--- src/design/swrs_pkg.sv ---
// ----------------------------------------------------------------------------
// swrs_pkg - shared constants and types for the sliding window rate meter
// Sizes of the sample chain, the serial divider and the register map.
// ----------------------------------------------------------------------------
package swrs_pkg;

    // sample chain
    localparam int WINDOW_MAX  = 256;
    localparam int WIN_AW      = $clog2(WINDOW_MAX);
    localparam int N_W         = WIN_AW + 1;          // holds 1..WINDOW_MAX
    localparam int SAMPLE_BITS = 48;
    localparam int FIELD_BITS  = 48;

    // counters and sums
    localparam int TOTAL_W     = 64;
    localparam int SUM_W       = 64;

    // configuration registers
    localparam int LEN_W       = 9;
    localparam int HALVES_W    = 8;
    localparam int CFG_IDX_W   = 2;
    localparam int CFG_DATA_W  = 9;
    localparam logic [CFG_IDX_W-1:0] CFG_WINDOW_LEN = 2'd0;
    localparam logic [CFG_IDX_W-1:0] CFG_INTERVAL   = 2'd1;
    localparam logic [LEN_W-1:0]     WINDOW_RESET   = 9'd80;
    localparam logic [HALVES_W-1:0]  INTERVAL_RESET = 8'd3;

    // serial divider: 65-bit dividend (delta * 2), small divisor
    localparam int DIV_W       = TOTAL_W + 1;
    localparam int DIVISOR_W   = (N_W > HALVES_W) ? N_W : HALVES_W;
    localparam int DIV_CW      = $clog2(DIV_W + 1);

    // one rx/tx sample pair
    typedef struct packed {
        logic [SAMPLE_BITS-1:0] rx;
        logic [SAMPLE_BITS-1:0] tx;
    } t_sample;

    // divider handshake
    typedef struct packed {
        logic start;
    } t_div_ctrl;

    typedef struct packed {
        logic done;
    } t_div_stat;

endpackage

--- src/design/swrs_div.sv ---
// ----------------------------------------------------------------------------
// swrs_div - restoring divider, one quotient bit per cycle
// 65-bit dividend over a small divisor; done pulses with the quotient ready.
// ----------------------------------------------------------------------------
module swrs_div (
    input  logic                              i_clk,
    input  logic                              i_rst_n,
    input  swrs_pkg::t_div_ctrl               i_ctrl,
    input  logic [swrs_pkg::DIV_W-1:0]        i_dividend,
    input  logic [swrs_pkg::DIVISOR_W-1:0]    i_divisor,
    output swrs_pkg::t_div_stat               o_stat,
    output logic [swrs_pkg::DIV_W-1:0]        o_quot
);

    logic [swrs_pkg::DIV_W-1:0]      r_quot;
    logic [swrs_pkg::DIVISOR_W-1:0]  r_rem;
    logic [swrs_pkg::DIVISOR_W-1:0]  r_divisor;
    logic [swrs_pkg::DIV_CW-1:0]     r_cnt;
    logic                            r_done;
    logic [swrs_pkg::DIVISOR_W:0]    w_part;
    logic [swrs_pkg::DIVISOR_W:0]    w_trial;
    logic                            w_fits;

    // trial subtract of the divisor from the partial remainder
    assign w_part  = {r_rem, r_quot[swrs_pkg::DIV_W-1]};
    assign w_trial = w_part - {1'b0, r_divisor};
    assign w_fits  = !w_trial[swrs_pkg::DIVISOR_W];

    // step counter and done pulse
    always_ff @(posedge i_clk) begin
        if (!i_rst_n) begin
            r_cnt  <= '0;
            r_done <= 1'b0;
        end else if (i_ctrl.start) begin
            r_cnt  <= swrs_pkg::DIV_CW'(swrs_pkg::DIV_W);
            r_done <= 1'b0;
        end else begin
            r_done <= (r_cnt == swrs_pkg::DIV_CW'(1));
            if (r_cnt != '0) begin
                r_cnt <= r_cnt - 1'b1;
            end
        end
    end

    // datapath: dividend shifts out on top, quotient bits shift in below
    always_ff @(posedge i_clk) begin
        if (i_ctrl.start) begin
            r_quot    <= i_dividend;
            r_rem     <= '0;
            r_divisor <= i_divisor;
        end else if (r_cnt != '0) begin
            r_quot <= {r_quot[swrs_pkg::DIV_W-2:0], w_fits};
            r_rem  <= w_fits ? w_trial[swrs_pkg::DIVISOR_W-1:0]
                             : w_part[swrs_pkg::DIVISOR_W-1:0];
        end
    end

    assign o_stat.done = r_done;
    assign o_quot      = r_quot;

endmodule

--- config.mk ---
export PLATFORM = sky130hd
export DESIGN_NAME = swrs_div
export DESIGN_NICKNAME = d
export VERILOG_FILES = /design/src/design/swrs_pkg.sv /design/src/design/swrs_div.sv
export SDC_FILE = /design/constraint.sdc
export NUM_CORES = 1
export LEC_CHECK = 0
export BUFFER_PORTS_ARGS = -buffer_cell sky130_fd_sc_hd__buf_2
export CAP_MARGIN = 20
export CELL_PAD_IN_SITES_DETAIL_PLACEMENT = 0
export CELL_PAD_IN_SITES_GLOBAL_PLACEMENT = 1
export CORE_ASPECT_RATIO = 0.5
export CORE_MARGIN = 2
export CORE_UTILIZATION = 41
export CTS_BUF_LIST = sky130_fd_sc_hd__clkbuf_4
export CTS_CLUSTER_DIAMETER = 30
export CTS_CLUSTER_SIZE = 16
export DETAILED_ROUTE_END_ITERATION = 10
export PLACE_DENSITY = 0.82
export SETUP_SLACK_MARGIN = 0.2
export SYNTH_ARGS = -nofsm -noshare
export SYNTH_HDL_FRONTEND = slang
export SYNTH_SLANG_ARGS = --single-unit
--- constraint.sdc ---
create_clock -name i_clk -period 3.3 [get_ports i_clk]
set_input_delay 0.165 -clock i_clk [delete_from_list [all_inputs] [get_ports i_clk]]
set_output_delay 0.165 -clock i_clk [all_outputs]
set_load 0.02 [all_outputs]
==> run metrics <==
Clk Latency, worst-skew pair 450 ps; footprint of the multi-input gates 1560 um^2; Largest delay share family, worst path compound AO/OA/AOI/OAI gates; placeable core area 10100 um^2; routability-driven placement congestion ratio 0.787; total number of H-tree levels 3; origin of the worst setup path o_quot[64]$_DFFE_PP_; final-layout worst hold slack 18.0 ps; smallest setup slack after layout 988 ps; Routed wire per std cell 14.6 um; Setup crit start kind flop; number of remaining DRC errors 0; share of cells above drive strength 1 46.4%; overall routed net length 9.37 mm; starting density of the core between 40% and 50%; outcome finished, final reports clean; clock buffers created by TritonCTS 9; count of endpoints failing setup in the final report 0; chip height around 76 um; CP cell instances inv_1 -> ha_1 -> fa_1 -> nor2b_1 -> o2111ai_1 -> a32oi_1 -> xor2_1 -> mux2_1 -> a21oi_1 -> a211oi_1; pin count of the biggest net entering global routing between 60 and 70; worst voltage drop across the vdd grid ~0.00025 V; upper clock frequency limit around 0.43 GHz; First DRT Iteration DRCs 221; Crit path required time ~3700 ps; post-synth cell types 43; length of the first detailed-routing pass in iterations 4; transition time of the tightest slew-check pin 857 ps; TritonCTS sink count 91; Yosys reg bits 91; TritonCTS clock tree yes; filler cell count in the final layout 851; initial antenna violation count 0; count of boundary I/O pins 143; crit path buf inv count 1; All-Layer GR Usage ~16%; cell area after synthesis 4230 um^2; flop-to-flop setup slack 990 ps; post-DR vias/cell just under 5; half-perimeter wire length after detailed placement 6.08 mm; endpoint class of the critical path flop; post-layout instance count excluding filler cells between 600 and 700; end point of the critical path r_rem[8]$_SDFFE_PP0P_; fraction of registers with async set or reset after synthesis 0%; number of pins exceeding their max-slew limit in the final report 0; worst endpoint data arrival time about 2700 ps; number of nets with antenna violations after routing 0; via count 3076; buffers added on ports 142; wire length of the first global-routing pass 14.2 mm; share of the clock period used by the worst path between 70 and 80%; via count of the first global-routing pass 2889; number of buffers inserted by post-CTS setup repair 0; most used flip-flop cell after synthesis sky130_fd_sc_hd__edfxtp_1; Sum Neg Setup Slack 0 ps; area grow syn2layout 35.9%; horizontal extent of the die 148 um; clock input transition at the sequential cells of the worst setup and hold paths 140 ps; sequential area share after synthesis between 60% and 70%; number of logic stages on the critical path including buffering 10; cell with the largest stage delay on the worst path sky130_fd_sc_hd__fa_1; P per Cell Area 619 nW/um^2; instance count of the mapped netlist 296; depth of the worst register-to-register path 10; largest stage delay on the critical path 420 ps; root buffer cell sky130_fd_sc_hd__clkbuf_4; count of endpoints failing hold in the final timing report 0; flip-flop and latch area 2560 um^2; minimum clock period after layout 2310 ps; yosys warns 0; Worst Path Max Fanout 2; reg-to-reg endpoint r_rem[8]$_SDFFE_PP0P_; global-route congestion overflow total 0; Place WS approximately 1000 ps; number of flops mapped to enable cells by yosys 74; number of antenna repair diodes 0; startpoint of the most critical register-to-register path o_quot[64]$_DFFE_PP_; area of the die 11200 um^2; Avg Synthesized Cell Area 14.3 um^2; number of nets in the synthesized netlist 385; maximum count of clock buffers along a single path 2; Slew Limit Headroom 42.8%; WS Path Type reg2reg; unrepaired setup endpoints after global routing false; number of placed cells counting well taps 570; Hold WC Path Type in2reg; P_leak around 0.0025 uW; post-cts sizing count 0; max cap viols 0; num rows 26; layout net count between 500 and 600; worst clock skew on the final layout 16.1 ps
-- power breakdown --
group          leakage, uW  switching (uW)  internal (uW)
registers         0.000903             140           1550
logic              0.00150             765            581
clock network    0.0000566             370            145
-- worst min-delay path by stage --
| stage | depth (start not counted) | start | slack (ps) | to |
|---|---|---|---|---|
| 2_1_floorplan | 0 | i_divisor[0] | 260 | r_divisor[0]$_DFFE_PP_ |
| 3_5_place_dp | 1 | i_divisor[3] | 340 | r_divisor[3]$_DFFE_PP_ |
| 6_report | 2 | i_dividend[2] | 20 | o_quot[2]$_DFFE_PP_ |
| 3_3_place_gp | 1 | i_divisor[0] | 340 | r_divisor[0]$_DFFE_PP_ |
| 5_1_grt | 2 | i_dividend[7] | -3 | o_quot[7]$_DFFE_PP_ |
| 4_1_cts | 2 | i_dividend[23] | 0.1 | o_quot[23]$_DFFE_PP_ |
-- cell type report --
| class | instances | area share [%] |
|---|---|---|
| flip-flops and latches | 91 | 44.6 |
| multi-input cells | 178 | 27.2 |
| repair buffers | 200 | 22.4 |
| well taps | 140 | 3.05 |
| clock buffers | 9 | 1.18 |
| inverters | 16 | 1.05 |
| clock inverters | 6 | 0.588 |
-- stage by stage --
stage	cell area, um^2	power, uW	util, %
6_report	5750	3550	56.8
5_1_grt	5750	3780	56.8
4_1_cts	5670	3580	56.0
3_5_place_dp	5090	3010	50.3
3_3_place_gp	5090	3000	50.3
2_1_floorplan	4230	2650	-
-- synth_stat cells (5+ instances only) --
library cell	count	share of area, %
sky130_fd_sc_hd__edfxtp_1	74	53
sky130_fd_sc_hd__mux2_2	64	17
sky130_fd_sc_hd__dfxtp_1	17	8.1
sky130_fd_sc_hd__nor2_1	17	1.5
sky130_fd_sc_hd__inv_1	16	1.4
sky130_fd_sc_hd__ha_1	11	3.3
sky130_fd_sc_hd__a21oi_1	10	1.2
sky130_fd_sc_hd__nand2_1	10	0.89
sky130_fd_sc_hd__xnor2_1	9	1.9
sky130_fd_sc_hd__a211oi_1	6	1.1
sky130_fd_sc_hd__nand3_1	6	0.71
sky130_fd_sc_hd__o21ai_0	5	0.59
-- repair_timing --
item / in CTS / in global routing
hold buffers: 47 / 8
endpoints found under the hold margin: 48 / 8
endpoints found under the setup margin: 0 / 0
-- placed cells by master, fill, tap and decap left out, drive strengths merged, types with 3 or more instances in the layout --
cell type,netlist,layout
a21oi,12,12
mux2i,4,4
edfxtp,74,74
inv,16,16
nor3,3,3
buf,7,145
dfxtp,17,17
a211oi,6,6
dlygate4sd3,0,55
nand3,6,6
nand2,10,10
nor2b,3,3
clkinv,0,5
clkbuf,4,9
o21ai,7,7
a21o,3,3
nor2,18,18
xnor2,9,9
mux2,65,65
ha,11,11
xor2,3,3
-- flip-flops by register name, summed over array words and instances (netlist names) --
signal	count
o_quot	65
r_rem	9
o_stat	1
r_divisor	9
r_cnt	7
-- kinds of logic after synthesis --
family	count (synthesis)	synth area share [%]
flops	91	60.6
mux	69	18.3
simple gates	47	5.71
compound gates	38	6.66
buf+inv	27	2.52
xor+xnor	12	2.49
fa+ha+maj	12	3.73
-- routing by layer --
layer / up-vias / routed length [um] / track usage (%)
met5: - / 0 / 0
met4: 0 / 200 / 5.34
met3: 19 / 356 / 4.79
met2: 63 / 4850 / 29.2
met1: 1494 / 3960 / 20.0
li1: 1500 / - / -
Note: power is estimated with default switching activity, not from simulation.
